--- config.mk ---
export PLATFORM = sky130hd
export DESIGN_NAME = dpr_front
export DESIGN_NICKNAME = d
export VERILOG_FILES = /design/src/rtl/core/dpr_pkg.sv /design/src/rtl/core/dpr_front.sv
export SDC_FILE = /design/constraint.sdc
export NUM_CORES = 1
export LEC_CHECK = 0
export BUFFER_PORTS_ARGS = -buffer_cell sky130_fd_sc_hd__buf_2
export CAP_MARGIN = 10
export CORE_MARGIN = 2
export CORE_UTILIZATION = 30
export CTS_BUF_LIST = sky130_fd_sc_hd__clkbuf_4
export DETAILED_ROUTE_END_ITERATION = 10
export MAX_ROUTING_LAYER = met4
export PLACE_DENSITY = 0.47
export SLEW_MARGIN = 20
export SYNTH_ARGS = -nofsm -noshare
export SYNTH_HDL_FRONTEND = slang
export SYNTH_SLANG_ARGS = --single-unit
--- constraint.sdc ---
create_clock -name i_clk -period 15.4 [get_ports i_clk]
set_clock_uncertainty 0.05 [all_clocks]
set_input_delay 3.85 -clock i_clk [delete_from_list [all_inputs] [get_ports i_clk]]
set_output_delay 3.85 -clock i_clk [all_outputs]
set_load 0.01 [all_outputs]
--- src/rtl/core/dpr_pkg.sv ---
// Shared constants, types and register indexes for the disparity reprojection block.
package dpr_pkg;

    localparam int COORD_BITS = 12;
    localparam int FRAC_BITS  = 16;

    localparam int COL_W   = 12;
    localparam int ROW_W   = 12;
    localparam int DISP_W  = 8;
    localparam int BYTE_W  = 8;
    localparam int COLOR_W = 3 * BYTE_W;
    localparam int CFG_W   = 32;
    localparam int IDX_W   = 3;
    localparam int Q_W     = 32;

    // Signed numerator: pixel term plus a 32-bit register term
    localparam int NUM_TOP = (COORD_BITS + FRAC_BITS > CFG_W - 1) ?
                             (COORD_BITS + FRAC_BITS) : (CFG_W - 1);
    localparam int NUM_W   = NUM_TOP + 2;
    localparam int MAG_W   = NUM_W - 1;
    // Signed divisor: 8-bit disparity times a 32-bit gain plus an offset
    localparam int DEN_W   = DISP_W + 1 + CFG_W;
    localparam int DMAG_W  = DEN_W - 1;
    // Dividend is mag << FRAC_BITS; its low Q_W bits feed the cells one per step
    localparam int SHIFT   = Q_W - FRAC_BITS;
    localparam int HI_W    = MAG_W - SHIFT;

    localparam int NUM_LANES = 3;
    localparam int LANE_X    = 0;
    localparam int LANE_Y    = 1;
    localparam int LANE_Z    = 2;
    localparam int DIV_STEPS = Q_W;

    localparam logic [Q_W-1:0] Q_MAX = {1'b0, {(Q_W-1){1'b1}}};
    localparam logic [Q_W-1:0] Q_MIN = {1'b1, {(Q_W-1){1'b0}}};

    typedef logic [IDX_W-1:0] t_reg_idx;
    localparam t_reg_idx REG_OFFSET_X       = t_reg_idx'(0);
    localparam t_reg_idx REG_OFFSET_Y       = t_reg_idx'(1);
    localparam t_reg_idx REG_FOCAL_TERM     = t_reg_idx'(2);
    localparam t_reg_idx REG_DISPARITY_GAIN = t_reg_idx'(3);
    localparam t_reg_idx REG_DIVISOR_OFFSET = t_reg_idx'(4);

    typedef struct packed {
        logic signed [CFG_W-1:0] offset_x;
        logic signed [CFG_W-1:0] offset_y;
        logic signed [CFG_W-1:0] focal_term;
        logic signed [CFG_W-1:0] disparity_gain;
        logic signed [CFG_W-1:0] divisor_offset;
    } t_cfg;

    typedef struct packed {
        logic [COL_W-1:0]  column;
        logic [ROW_W-1:0]  row;
        logic [DISP_W-1:0] disparity;
        logic [BYTE_W-1:0] blue;
        logic [BYTE_W-1:0] green;
        logic [BYTE_W-1:0] red;
    } t_pix;

    typedef struct packed {
        logic [DMAG_W-1:0] rem;
        logic [Q_W-1:0]    acc;
        logic              neg;
        logic              ovf;
    } t_lane;

    typedef struct packed {
        t_lane [NUM_LANES-1:0] lane;
        logic [DMAG_W-1:0]     den;
        logic                  wzero;
        logic [COLOR_W-1:0]    color;
    } t_cell;

    typedef struct packed {
        logic signed [Q_W-1:0] point_x;
        logic signed [Q_W-1:0] point_y;
        logic signed [Q_W-1:0] point_z;
        logic [COLOR_W-1:0]    packed_color;
        logic                  point_valid;
    } t_point;

endpackage

--- src/rtl/core/dpr_front.sv ---
// Front end: divisor, numerators, magnitudes and overflow check ahead of the divider cells.
module dpr_front (
    input  logic          i_clk,
    input  logic          i_rst_n,
    input  logic          i_en,
    input  logic          i_valid,
    input  dpr_pkg::t_pix i_pix,
    input  dpr_pkg::t_cfg i_cfg,
    output logic          o_valid,
    output dpr_pkg::t_cell o_cell
);
    import dpr_pkg::*;

    // stage 1: divisor and signed numerators
    logic signed [DISP_W:0]     d_s;
    logic signed [DEN_W-1:0]    prod;
    logic [COORD_BITS-1:0]      col;
    logic [COORD_BITS-1:0]      row;
    logic signed [DEN_W-1:0]    n_s1_w;
    logic signed [NUM_W-1:0]    n_s1_num [NUM_LANES];
    logic                       n_s1_valid;
    logic signed [DEN_W-1:0]    r_s1_w;
    logic signed [NUM_W-1:0]    r_s1_num [NUM_LANES];
    logic [COLOR_W-1:0]         r_s1_color;
    logic                       r_s1_valid;

    always_comb begin
        d_s    = signed'({1'b0, i_pix.disparity});
        prod   = d_s * i_cfg.disparity_gain;
        n_s1_w = prod + DEN_W'(i_cfg.divisor_offset);
        col    = COORD_BITS'(i_pix.column);
        row    = COORD_BITS'(i_pix.row);
        n_s1_num[LANE_X] = NUM_W'(signed'({1'b0, col, {FRAC_BITS{1'b0}}}))
                         + NUM_W'(i_cfg.offset_x);
        n_s1_num[LANE_Y] = NUM_W'(signed'({1'b0, row, {FRAC_BITS{1'b0}}}))
                         + NUM_W'(i_cfg.offset_y);
        n_s1_num[LANE_Z] = NUM_W'(i_cfg.focal_term);
        // drop zero-disparity pixels here
        n_s1_valid = i_valid && (i_pix.disparity != '0);
    end

    always_ff @(posedge i_clk) begin
        if (!i_rst_n) begin
            r_s1_valid <= 1'b0;
        end else if (i_en) begin
            r_s1_valid <= n_s1_valid;
        end
    end

    always_ff @(posedge i_clk) begin
        if (i_en) begin
            r_s1_w     <= n_s1_w;
            r_s1_num   <= n_s1_num;
            r_s1_color <= {i_pix.red, i_pix.green, i_pix.blue};
        end
    end

    // stage 2: magnitudes and signs
    logic [MAG_W-1:0]  n_s2_mag [NUM_LANES];
    logic [NUM_LANES-1:0] n_s2_neg;
    logic [DMAG_W-1:0] n_s2_den;
    logic [MAG_W-1:0]  r_s2_mag [NUM_LANES];
    logic [NUM_LANES-1:0] r_s2_neg;
    logic [DMAG_W-1:0] r_s2_den;
    logic              r_s2_wzero;
    logic [COLOR_W-1:0] r_s2_color;
    logic              r_s2_valid;

    always_comb begin
        n_s2_den = r_s1_w[DEN_W-1] ? DMAG_W'(-r_s1_w) : DMAG_W'(r_s1_w);
        for (int k = 0; k < NUM_LANES; k++) begin
            n_s2_mag[k] = r_s1_num[k][NUM_W-1] ? MAG_W'(-r_s1_num[k]) : MAG_W'(r_s1_num[k]);
            n_s2_neg[k] = r_s1_num[k][NUM_W-1] ^ r_s1_w[DEN_W-1];
        end
    end

    always_ff @(posedge i_clk) begin
        if (!i_rst_n) begin
            r_s2_valid <= 1'b0;
        end else if (i_en) begin
            r_s2_valid <= r_s1_valid;
        end
    end

    always_ff @(posedge i_clk) begin
        if (i_en) begin
            r_s2_mag   <= n_s2_mag;
            r_s2_neg   <= n_s2_neg;
            r_s2_den   <= n_s2_den;
            r_s2_wzero <= (r_s1_w == '0);
            r_s2_color <= r_s1_color;
        end
    end

    // stage 3: split dividend; flag overflow where the high part is not below the divisor
    logic [HI_W-1:0]  hi [NUM_LANES];
    logic [SHIFT-1:0] lo [NUM_LANES];
    t_cell            n_s3_cell;
    t_cell            r_s3_cell;
    logic             r_s3_valid;

    always_comb begin
        n_s3_cell.den   = r_s2_den;
        n_s3_cell.wzero = r_s2_wzero;
        n_s3_cell.color = r_s2_color;
        for (int k = 0; k < NUM_LANES; k++) begin
            hi[k] = r_s2_mag[k][MAG_W-1:SHIFT];
            lo[k] = r_s2_mag[k][SHIFT-1:0];
            n_s3_cell.lane[k].rem = DMAG_W'(hi[k]);
            n_s3_cell.lane[k].acc = {lo[k], {FRAC_BITS{1'b0}}};
            n_s3_cell.lane[k].neg = r_s2_neg[k];
            // quotient reaches 2^Q_W exactly when the high part is not below the divisor
            n_s3_cell.lane[k].ovf = (DMAG_W'(hi[k]) >= r_s2_den);
        end
    end

    always_ff @(posedge i_clk) begin
        if (!i_rst_n) begin
            r_s3_valid <= 1'b0;
        end else if (i_en) begin
            r_s3_valid <= r_s2_valid;
        end
    end

    always_ff @(posedge i_clk) begin
        if (i_en) begin
            r_s3_cell <= n_s3_cell;
        end
    end

    assign o_valid = r_s3_valid;
    assign o_cell  = r_s3_cell;

endmodule

* Word level (Yosys, flattened, before mapping)
Cells that the tools add are included.
Word-level totals: register bits 497, input port bits 220, output and inout port bits 288
Operators by class: reduce and logical (&&, ||, !) cells 3, $add $sub $neg 7, bitwise gates (word level) 3, mux-type cells 4, multiply operators 1, order comparisons 3
Operators with widths (number):
- $ge A16 B40 Y1 | 3
- $mux W32 | 3
- $neg A32 Y32 | 3
- $add A29 B32 Y33 | 2
- $add A41 B32 Y41 | 1
- $logic_not A41 Y1 | 1
- $mul A9 B32 Y41 | 1
- $mux W40 | 1
- $neg A40 Y40 | 1
- $reduce_bool A8 Y1 | 1
- $xor A1 B1 Y1 | 3
- $logic_and A1 B1 Y1 | 1

* Depth between registers and ports, before layout
Gate-level depths: netlist of the first run.
word-level depth 2, gate-level depth with buffers 23, mapped depth without buffers 22

* Least setup slack after synthesis of the first run
No wires, ideal clock.
kind in2reg, from input i_pix[26] (netlist name), to register r_s1_w[38], data pin, stages 22, buffers on the path 1, slack 5.579 ns, arrival 9.512 ns, cells stage by stage clkbuf_1 -> nand2_1 -> fa_1 -> inv_1 -> fa_1 -> inv_1 -> fa_1 -> inv_1 -> fa_1 -> inv_1 -> fa_1 -> inv_1 -> ha_1 -> a2111oi_0 -> o21ai_0 -> a31oi_1 -> o41a_1 -> or4_1 -> a311o_1 -> o21ai_0 -> a21boi_0 -> xnor2_1
On the way: longest elaborated chain between the ends 2
Ends and longest elaborated chain:
- start: declaration | line dpr_front.sv:7 | input dpr_pkg::t_pix i_pix,
- $mul A9 B32 Y41 | line dpr_front.sv:29 | prod = d_s * i_cfg.disparity_gain;
- $add A41 B32 Y41 | line dpr_front.sv:30 | n_s1_w = prod + DEN_W'(i_cfg.divisor_offset);
- named net n_s1_w[38] | line dpr_front.sv:19 | logic signed [DEN_W-1:0] n_s1_w;
- end signal: assignment | line dpr_front.sv:52 | r_s1_w <= n_s1_w;
- end: declaration | line dpr_front.sv:22 | logic signed [DEN_W-1:0] r_s1_w;
The timed path passes the listed nets, and every way through them passes these cells. A chain may end at the register's enable or synchronous reset.

* Final worst setup path of the first run
Same ends and word-level chain as after synthesis.

==> results of run 1 <==
-- flip-flops by register name (all words and copies together), names as in the netlist --
name and flops:
o_cell 167, r_s1_num 98, hi 48, lo 48, r_s1_w 41, r_s2_den 40, r_s1_color 24, r_s2_color 24
r_s2_neg 3, o_valid 1, r_s1_valid 1, r_s2_valid 1, r_s2_wzero 1
-- power groups by stage --
stage	clock [mW]	combinational (mW)	sequential [mW]
4_1_cts	1.21	3.12	2.12
3_5_place_dp	0	3.10	2.15
5_1_grt	1.28	3.54	2.14
2_1_floorplan	0	2.27	2.11
3_3_place_gp	0	3.05	2.14
6_report	1.15	3.07	2.11
-- placed cells by master (no fill, tap or decap), drive strengths merged, types with 19 or more instances in the layout --
master,netlist,routed
nand3,19,19
inv,335,339
nor2,43,43
xor2,21,21
nand2b,24,24
edfxtp,494,494
buf,120,393
conb,1,120
and2,119,119
a21oi,52,52
clkinv,0,33
o31ai,44,44
o21ai,75,75
a21o,33,33
clkbuf,40,181
or4,27,27
xnor2,174,174
ha,165,165
nand2,213,213
fa,236,236
-- layer usage --
metal	track usage (%)	wire, um	vias to the layer above
met4	4.59	1400	0
met1	18.3	32800	9180
met3	3.60	4510	119
met2	24.0	35900	529
li1	-	-	8991
met5	-	0	-
-- cells by family (layout without fill, tap and decap cells) --
group / after synthesis / count (layout) / share of synthesized area (%)
xor+xnor: 195 / 195 / 5.63
other cells: 1 / 123 / 0.0124
fa+ha+maj: 401 / 401 / 22.4
flops: 497 / 497 / 49.1
simple gates: 528 / 528 / 8.95
compound gates: 286 / 286 / 6.21
buf+inv: 495 / 954 / 7.61
mux: 2 / 2 / 0.0660
-- through the flow --
stage / util, % / hold slack [ns] / area [um^2] / instances / worst slack (ns)
after floorplan: - / 0.350 / 30800 / 2524 / 5.58
after detailed placement: 33.3 / 0.355 / 33300 / 4054 / 4.58
after global routing: 35.0 / 0.356 / 35000 / 4284 / 5.25
after CTS: 34.9 / 0.338 / 35000 / 4280 / 5.65
after global placement: 33.3 / 0.351 / 33300 / 4054 / 4.70
final: 35.0 / 0.344 / 35000 / 4284 / 5.50
-- critical path, cell delays in order --
cell       delay (ns)
buf_2            0.56
nand2_1          0.17
fa_1             0.57
inv_1            0.06
fa_1             0.50
inv_1            0.05
fa_1             0.48
inv_1            0.05
fa_1             0.54
inv_1            0.06
fa_1             0.50
inv_1            0.04
ha_1             0.34
a2111oi_0        0.12
o21ai_0          0.18
a31oi_1          0.26
o41a_1           0.50
or4_1            0.62
a311o_1          0.42
o21ai_0          0.27
a21boi_0         0.16
xnor2_1          0.15
-- final cells by class --
class	instances	area (um^2)	area share (%)
antenna	3	7.51	0.0214
clock buffer	181	1360	3.88
clock inverter	45	285	0.815
inverter	335	1260	3.59
multi-input combinational	1532	13600	38.8
sequential	497	14900	42.6
tap	1298	1620	4.64
timing repair buffer	393	2010	5.75
-- worst min-delay path by stage --
| stage | startpoint | to | slack, ns | cells after the start |
|---|---|---|---|---|
| global route | r_s1_color[22]$_DFFE_PP_ | r_s2_color[22]$_DFFE_PP_ | 0.36 | 0 |
| CTS | r_s2_color[5]$_DFFE_PP_ | o_cell[5]$_DFFE_PP_ | 0.34 | 0 |
| detailed placement | lo[23]$_DFFE_PP_ | o_cell[164]$_DFFE_PP_ | 0.35 | 0 |
| finish | r_s2_color[5]$_DFFE_PP_ | o_cell[5]$_DFFE_PP_ | 0.34 | 0 |
| global placement | lo[18]$_DFFE_PP_ | o_cell[159]$_DFFE_PP_ | 0.35 | 0 |
| floorplan | r_s2_color[0]$_DFFE_PP_ | o_cell[0]$_DFFE_PP_ | 0.35 | 0 |
==> summary.txt, run 1 <==
Floorplanning
  – Io pins: 508
  – Standard-cell row count: 116
  – Initial core utilization: 30.3%
  – Core area: approximately 100,000 um^2
  – Die Ht: 322 um
  – Die area: approximately 100,000 um^2
  – Die width: 322 um

STA
  – Post-Route Setup TNS: 0 ns
  – Unrepaired setup endpoints after global routing: false
  – Final Hold Fails: 0
  – Period utilisation layout: between 60% and 70%
  – Rel. slew slack: 30.9%
  – Max-slew violation count: 0
  – Final setup viols: 0
  – Tmin final: 9.90 ns
  – F_max: 101 MHz
  – Worst-Margin Slew: 1.04 ns

CTS
  – Cts repair resizes: 0
  – Clk Latency, worst-skew pair: 0.92 ns
  – Maximum clock path buffer count: 3
  – CTS root buffer: clkbuf_4
  – CTS tree: done
  – Setup Fix Bufs, Post-CTS: 0
  – Hold_buf cts: 0
  – Clock slew seen by the registers of the worst setup and hold paths: 0.07 ns
  – # H-tree levels: 4
  – Total CTS buffers: 132
  – CTS Sinks: 497

Outcome
  – Status: finished, final reports clean

Setup path
  – Worst r2r src: r_s1_num[7]$_DFFE_PP_
  – Critical Path End Type: flip-flop
  – Critical path origin: i_pix[26]
  – Critical Path AT: 10.50 ns
  – FF-to-FF End: hi[12]$_DFFE_PP_
  – Worst reg2reg setup slack: 11.68 ns
  – Setup Crit Path Kind: input port to flip-flop
  – CP max FO: 33
  – Register-to-Register Path Depth: 9
  – Critical path data required time: roughly 16 ns
  – Setup crit end: r_s1_w[38]$_DFFE_PP_
  – Kind of start point of the critical path: input port

Final layout
  – Share of cells above drive strength 1: roughly a fifth
  – Nets: between 3,000 and 4,000
  – Area delta synth->final: 15.4%
  – Filler instances: approximately 10,000

Synthesis
  – Yosys cell types: 60
  – Async S/R FF share, synth: 0%
  – Synth area leaders: edfxtp_1, fa_1, ha_1, xnor2_1, inv_1
  – Number of synthesized register bits: 497
  – Most numerous cell in the Yosys netlist: edfxtp_1
  – Yosys warns: 0
  – Cells after synthesis: 2,405
  – Register area share after synthesis: 49.1%
  – Leading area contributor after synthesis: edfxtp_1
  – Share of the synthesized area in the top cell type: 48.9%
  – Top_reg_cell synth: edfxtp_1
  – Synth top cells by count: edfxtp_1, inv_1, fa_1
  – Mean Syn Cell Area: 12.6 um^2
  – Post-synth EDFFs: 494
  – Post-Syn Area: 30,300 um^2

Global route
  – Grt ovf: 0
  – Gr usage total: 14.8%
  – Initial antenna violation count: 8
  – Vias in the first global route: 20,100
  – Largest net degree at the start of global routing: 173
  – First-pass GRT wire length: between 100 and 150 mm

Power and ir drop
  – P_int: about 3.9 mW
  – Sw Ratio: 38.9%
  – Seq pwr share: 33.4%
  – Overall Power: 6.33 mW
  – Cell area power density: 181 nW/um^2
  – Peak supply drop: 96.4 uV
  – Leak: about 15 nW
  – Clock power share: a little under a fifth
  – Net switching power: between 2 and 2.5 mW
  – Combinational power share: 48.5%

Route
  – Vias: between 15,000 and 20,000
  – WL per Instance: 17.4 um
  – Drt via density: roughly 4.4
  – Post-route ant nets: 0
  – # DRC: 0
  – DRT iter0 DRCs: around 1,100
  – First-pass DRT Iterations: 4
  – Post-Route WL: approximately 75 mm

Place
  – RePlAce Congestion: about 0.83
  – Post-detail-place hpwl: 56.8 mm
  – PortBufs: 387

Job
  – Max-cap check violation count: 0

Worst hold path
  – Hold WC Path Type: flip-flop to flip-flop
Power figures use the tool's default switching activity.
==> run 2: changes to the inputs <==
--- a/config.mk
+++ b/config.mk
@@ -5,6 +5,7 @@
 export SDC_FILE = /design/constraint.sdc
 export NUM_CORES = 1
 export LEC_CHECK = 0
+export ABC_AREA = 1
 export BUFFER_PORTS_ARGS = -buffer_cell sky130_fd_sc_hd__buf_2
 export CAP_MARGIN = 10
 export CORE_MARGIN = 2
@@ -12,7 +13,7 @@
 export CTS_BUF_LIST = sky130_fd_sc_hd__clkbuf_4
 export DETAILED_ROUTE_END_ITERATION = 10
 export MAX_ROUTING_LAYER = met4
-export PLACE_DENSITY = 0.47
+export PLACE_DENSITY = 0.48
 export SLEW_MARGIN = 20
 export SYNTH_ARGS = -nofsm -noshare
 export SYNTH_HDL_FRONTEND = slang
==> constraint.sdc (replaced) <==
create_clock -name i_clk -period 8.8 [get_ports i_clk]
set_clock_uncertainty 0.05 [all_clocks]
set_input_delay 2.2 -clock i_clk [delete_from_list [all_inputs] [get_ports i_clk]]
set_output_delay 2.2 -clock i_clk [all_outputs]
set_load 0.01 [all_outputs]
==> summary.txt, run 2 <==
Outcome
  – Status: finished, final reports clean

CTS
  – Setup Fix Bufs, Post-CTS: 0 (unchanged)
  – Maximum clock path buffer count: 3 (unchanged)
  – Hold_buf cts: 0 (unchanged)
  – Clk Latency, worst-skew pair: 0.98 ns (+0.06 ns)
  – Clock slew seen by the registers of the worst setup and hold paths: 0.06 ns (about the same)
  – Cts repair resizes: 0 (unchanged)
  – CTS root buffer: clkbuf_4
  – CTS Sinks: 497 (unchanged)
  – # H-tree levels: 4 (unchanged)
  – Total CTS buffers: 133 (+0.76%)
  – CTS tree: done

Synthesis
  – Top_reg_cell synth: edfxtp_1
  – Async S/R FF share, synth: 0% (unchanged)
  – Yosys cell types: 51 (-15%)
  – Leading area contributor after synthesis: edfxtp_1
  – Post-Syn Area: 32,000 um^2 (+5.6%)
  – Yosys warns: 0 (unchanged)
  – Number of synthesized register bits: 497 (unchanged)
  – Synth area leaders: edfxtp_1, fa_1, inv_1, ha_1, nand2_1
  – Synth top cells by count: inv_1, nand2_1, edfxtp_1
  – Cells after synthesis: 3,018 (+25%)
  – Share of the synthesized area in the top cell type: 46.3% (-2.6 points)
  – Mean Syn Cell Area: 10.6 um^2 (-16%)
  – Most numerous cell in the Yosys netlist: inv_1
  – Register area share after synthesis: 46.5% (-2.6 points)
  – Post-synth EDFFs: 494 (unchanged)

Floorplanning
  – Die Ht: 331 um (+2.7%)
  – Initial core utilization: 30.3% (+0.044 points)
  – Io pins: 508 (unchanged)
  – Standard-cell row count: 119 (+2.6%)
  – Die area: 109,000 um^2 (+5.5%)
  – Die width: 331 um (+2.7%)
  – Core area: 106,000 um^2 (+5.4%)

Place
  – Post-detail-place hpwl: 62.4 mm (+9.9%)
  – DP Area: 35,000 um^2 (+5.0%)
  – Worst slack at placement: 0.852 ns (-3.73 ns)
  – RePlAce Congestion: 0.851 (+2.2%)
  – PortBufs: 387 (unchanged)

Route
  – Post-route ant nets: 0 (unchanged)
  – Drt via density: 4.29 (-2.4%)
  – WL per Instance: 16.0 um (-8.4%)
  – DRT iter0 DRCs: 988 (-7.1%)
  – First-pass DRT Iterations: 5 (+1)
  – Post-Route WL: 78.9 mm (+5.7%)
  – # DRC: 0 (unchanged)
  – Vias: 21,200 (+13%)

Global route
  – Grt ovf: 0 (unchanged)
  – Gr usage total: 14.8% (-0.058 points)
  – Largest net degree at the start of global routing: 148 (-14%)
  – First-pass GRT wire length: 120 mm (+5.0%)
  – Vias in the first global route: 21,200 (+5.7%)
  – Initial antenna violation count: 10 (+2)

Setup path
  – Kind of start point of the critical path: input port
  – Critical Path AT: 7.66 ns (-2.84 ns)
  – Critical Path End Type: flip-flop
  – CP max FO: 33 (unchanged)
  – Setup Crit Path Kind: input port to flip-flop
  – Register-to-Register Path Depth: 11 (+2)
  – Critical path data required time: 9.39 ns (-6.61 ns)

Final layout
  – Number of flip-flops in the largest register: 167 (unchanged)
  – Layout Utilization: 34.6% (-0.33 points)
  – Commonest non-fill, non-tap cell in the layout: inv_1
  – Share of cells above drive strength 1: 17.8% (-2.6 points)
  – Nets: 4,091 (+16%)
  – Fin area: 36,500 um^2 (+4.4%)
  – Area delta synth->final: 14.2%
  – Most frequent cells in the layout: inv_1, nand2_1, edfxtp_1

Worst hold path
  – Hold path cells: 0 (unchanged)
  – Hold WC Path Type: flip-flop to flip-flop

STA
  – Tmin final: 7.07 ns
  – Final setup margin: 1.73 ns (-3.78 ns)
  – Worst-Margin Slew: 0.988 ns (-0.0488 ns)
  – F_max: 141 MHz
  – Max-slew violation count: 0 (unchanged)
  – Final setup viols: 0 (unchanged)
  – Period utilisation layout: 80.4%
  – Worst hold margin: 0.351 ns (+0.00713 ns)
  – Unrepaired setup endpoints after global routing: false
  – Post-Route Setup TNS: 0 ns (unchanged)
  – Final Hold Fails: 0 (unchanged)
  – Rel. slew slack: 34.2% (+3.3 points)

Power and ir drop
  – Leak: 17.1 nW (+14%)
  – Cell area power density: 324 nW/um^2 (+79%)
  – Peak supply drop: 188 uV (+95%)

Job
  – Max-cap check violation count: 0 (unchanged)
-- run 2: cell count changes in the layout (fill, tap and decap cells not counted), moves of 26 or more --
cell	change
a21o_1	-26
and2_1	-119
nand3_1	+27
o31ai_1	-37
nand2_1	+305
nor2_1	+147
xor2_1	+114
inv_1	+260
xnor2_1	-108
a21oi_1	+51
-- run 2: metal layers --
layer  share of wire, %  up-vias  global-route usage (%)
li1                   -    10400                       -
met1                 46    10100                    19.6
met2                 47      564                    23.1
met3                5.2      123                    2.34
met4                2.2        0                    4.75
met5                  0        -                       -
-- run 2: cell families (layout without fill, tap and decap cells) --
group           Yosys count  count (layout)  share of synthesized area (%)
fa+ha+maj               401             401                           21.2
xor+xnor                201             201                           5.50
compound gates          269             269                           4.84
other cells               1             125                         0.0117
simple gates            852             852                           11.1
flops                   497             497                           46.5
buf+inv                 797            1206                           10.9
-- run 2: worst paths after layout --
| path | start | to | slack [ns] |
|---|---|---|---|
| worst min register to register | hi[19]$_DFFE_PP_ | o_cell[176]$_DFFE_PP_ | 0.35 |
| worst min-delay path | hi[19]$_DFFE_PP_ | o_cell[176]$_DFFE_PP_ | 0.35 |
| worst max-delay path | i_pix[24] | r_s1_w[34]$_DFFE_PP_ | 1.73 |
| worst max register to register | r_s1_num[33]$_DFFE_PP_ | hi[30]$_DFFE_PP_ | 6.32 |
-- run 2: stage by stage --
stage	instances	total power [mW]
4_1_cts	4937	12.1
5_1_grt	4942	13.0
2_1_floorplan	3137	8.10
3_3_place_gp	4726	10.1
6_report	4942	11.8
3_5_place_dp	4726	10.1
-- run 2: cell type report --
class	count	area, um^2
diodes	5	12.5
flip-flops and latches	497	14900
fillers	10800	69000
inverters	601	2260
well taps	1391	1740
clock inverters	31	184
clock buffers	180	1350
repair buffers	394	2020
multi-input cells	1843	14100
-- run 2: power breakdown --
group | internal, mW | leakage, nW | total [mW] | switching (mW)
logic | 2.23 | 11.3 | 6.23 | 4.00
clock network | 0.952 | 0.916 | 1.90 | 0.952
registers | 3.43 | 4.86 | 3.72 | 0.282
-- run 2: worst max-delay path, cell delays in order --
cell	delay, ns
buf_2	0.55
nand2_1	0.21
inv_1	0.16
fa_1	0.50
inv_1	0.20
fa_1	0.42
inv_1	0.08
fa_1	0.43
fa_1	0.54
inv_1	0.05
fa_1	0.50
inv_1	0.04
ha_1	0.34
nand2_1	0.12
nor2_1	0.26
inv_1	0.11
nor4_1	0.48
nand3_1	0.22
nand3_1	0.16
xor2_1	0.07
==> run 3: changes to the inputs <==
==> constraint.sdc (replaced) <==
create_clock -name i_clk -period 6.48 [get_ports i_clk]
set_clock_uncertainty 0.05 [all_clocks]
set_input_delay 1.62 -clock i_clk [delete_from_list [all_inputs] [get_ports i_clk]]
set_output_delay 1.62 -clock i_clk [all_outputs]
set_load 0.01 [all_outputs]
==> summary.txt, run 3 (synthesized netlist as in run 2, its figures left out) <==
STA
  – Final setup viols: 0 (unchanged)
  – Final Hold Fails: 0 (unchanged)
  – Worst-Margin Slew: 0.965 ns (-0.0225 ns)
  – Worst hold margin: 0.348 ns (-0.00270 ns)
  – Tmin final: 6.22 ns
  – Max-slew violation count: 0 (unchanged)
  – Unrepaired setup endpoints after global routing: false
  – F_max: 161 MHz
  – Period utilisation layout: 96.0%
  – Rel. slew slack: 35.7% (+1.5 points)

CTS
  – CTS tree: done
  – CTS root buffer: clkbuf_4
  – Clock slew seen by the registers of the worst setup and hold paths: 0.06 ns (about the same)
  – Total CTS buffers: 131 (-1.5%)
  – Cts repair resizes: 0 (unchanged)
  – Setup Fix Bufs, Post-CTS: 0 (unchanged)
  – Maximum clock path buffer count: 3 (unchanged)
  – Hold_buf cts: 0 (unchanged)
  – Clk Latency, worst-skew pair: 0.94 ns (-0.04 ns)
  – CTS Sinks: 497 (unchanged)
  – # H-tree levels: 4 (unchanged)

Place
  – Post-detail-place hpwl: 63.8 mm (+2.2%)
  – RePlAce Congestion: 0.860 (+1.1%)
  – PortBufs: 387 (unchanged)

Floorplanning
  – Die Ht: 331 um (unchanged)
  – Standard-cell row count: 119 (unchanged)
  – Initial core utilization: 30.3% (unchanged)
  – Die area: 109,000 um^2 (unchanged)
  – Core area: 106,000 um^2 (unchanged)
  – Die width: 331 um (unchanged)
  – Io pins: 508 (unchanged)

Setup path
  – Worst reg2reg setup slack: 4.06 ns (-2.26 ns)
  – Critical path data required time: 7.16 ns (-2.23 ns)
  – Register-to-Register Path Depth: 11 (unchanged)
  – Kind of start point of the critical path: input port
  – Critical Path End Type: flip-flop
  – CP max FO: 21 (-36%)
  – Critical Path AT: 6.90 ns (-0.76 ns)
  – Setup Crit Path Kind: input port to flip-flop
  – Worst r2r src: r_s1_num[33]$_DFFE_PP_
  – FF-to-FF End: hi[30]$_DFFE_PP_

Final layout
  – Nets: 4,270 (+4.4%)
  – Filler instances: 10,800 (-0.18%)
  – Commonest non-fill, non-tap cell in the layout: inv_1
  – Area delta synth->final: 19.0%
  – Share of cells above drive strength 1: 21.8% (+4.0 points)
  – Most frequent cells in the layout: inv_1, nand2_1, edfxtp_1
  – Number of flip-flops in the largest register: 167 (unchanged)

Global route
  – Vias in the first global route: 22,000 (+3.7%)
  – First-pass GRT wire length: 122 mm (+1.5%)
  – Largest net degree at the start of global routing: 119 (-20%)
  – Gr usage total: 14.9% (+0.15 points)
  – Grt ovf: 0 (unchanged)
  – Initial antenna violation count: 8 (-2)

Power and ir drop
  – Leak: 18.1 nW (+5.5%)
  – Peak supply drop: 302 uV (+61%)
  – Overall Power: 18.1 mW (+53%)
  – Cell area power density: 475 nW/um^2 (+46%)

Route
  – Post-route ant nets: 0 (unchanged)
  – Post-Route WL: 79.2 mm (+0.37%)
  – WL per Instance: 15.4 um (-3.4%)
  – Drt via density: 4.19 (-2.3%)
  – First-pass DRT Iterations: 5 (unchanged)
  – DRT iter0 DRCs: 930 (-5.9%)
  – # DRC: 0 (unchanged)
  – Vias: 21,500 (+1.5%)

Worst hold path
  – Hold Crit Endpoint: r_s2_color[3]$_DFFE_PP_
  – Hold path cells: 0 (unchanged)
  – Hold WC Path Type: flip-flop to flip-flop
  – Hold path start: r_s1_color[3]$_DFFE_PP_

Outcome
  – Status: finished, final reports clean

Job
  – Max-cap check violation count: 0 (unchanged)
-- run 3: cell types whose count changed in the layout (fill, tap and decap cells not counted) --
cell / before / now
clkbuf_4: 180 / 181
clkinv_4: 6 / 3
clkinv_2: 2 / 6
clkinv_1: 14 / 25
diode_2: 5 / 3
inv_8: 1 / 0
bufinv_16: 0 / 3
clkinvlp_4: 2 / 4
buf_12: 2 / 9
inv_6: 4 / 0
buf_4: 5 / 179
-- run 3: layout make-up --
class | count | area, um^2 | share of cell area, %
Clock buffer | 181 | 1360 | 3.57
Timing Repair Buffer | 575 | 3470 | 9.11
Inverter | 601 | 2260 | 5.92
Antenna cell | 3 | 7.51 | 0.0197
Multi-Input combinational cell | 1843 | 14100 | 37.0
Tap cell | 1391 | 1740 | 4.57
Sequential cell | 497 | 14900 | 39.1
Clock inverter | 43 | 278 | 0.729
-- run 3: worst max-delay path: stages --
cell and delay, ns:
buf_2 0.39, buf_4 0.26, nand2_1 0.06, inv_1 0.07, fa_1 0.43, fa_1 0.47, fa_1 0.51, fa_1 0.55
inv_1 0.05, fa_1 0.50, inv_1 0.04, ha_1 0.38, nand2_1 0.10, nor2_1 0.19, inv_1 0.08, buf_4 0.14
nor4_1 0.45, nand3_1 0.21, nand3_1 0.16, xor2_1 0.23
-- run 3: worst max-delay path by stage --
stage / start / to / slack (ns)
2_1_floorplan: i_pix[27] / r_s1_w[32]$_DFFE_PP_ / -0.004
3_3_place_gp: i_pix[28] / r_s1_w[34]$_DFFE_PP_ / -0.72
3_5_place_dp: i_pix[24] / r_s1_w[34]$_DFFE_PP_ / -0.66
4_1_cts: i_pix[28] / r_s1_w[34]$_DFFE_PP_ / 0.40
5_1_grt: i_pix[24] / r_s1_w[34]$_DFFE_PP_ / 0.09
6_report: i_pix[28] / r_s1_w[34]$_DFFE_PP_ / 0.26
-- run 3: power breakdown --
| group | internal [mW] | switching, mW | total, mW | leakage (nW) |
|---|---|---|---|---|
| sequential | 4.66 | 0.398 | 5.06 | 4.86 |
| clock | 1.42 | 1.30 | 2.71 | 0.959 |
| combinational | 4.60 | 5.72 | 10.3 | 12.2 |
-- run 3: metal layers --
metal / vias up / share of wire [%] / global-route usage [%]
met5: - / 0 / -
met4: 0 / 2.0 / 4.58
met3: 123 / 5.4 / 2.40
met2: 523 / 47 / 23.6
met1: 10100 / 46 / 19.6
li1: 10700 / - / -
-- run 3: per-stage QoR --
step	instances	setup WS [ns]	setup TNS, ns	util (%)	instance area, um^2
4_1_cts	5131	0.395	0	36.1	38100
2_1_floorplan	3137	-0.00362	-0.00362	-	32500
6_report	5134	0.257	0	36.1	38100
3_3_place_gp	4907	-0.718	-8.61	34.5	36400
3_5_place_dp	4907	-0.662	-9.02	34.5	36400
5_1_grt	5134	0.0935	0	36.1	38100
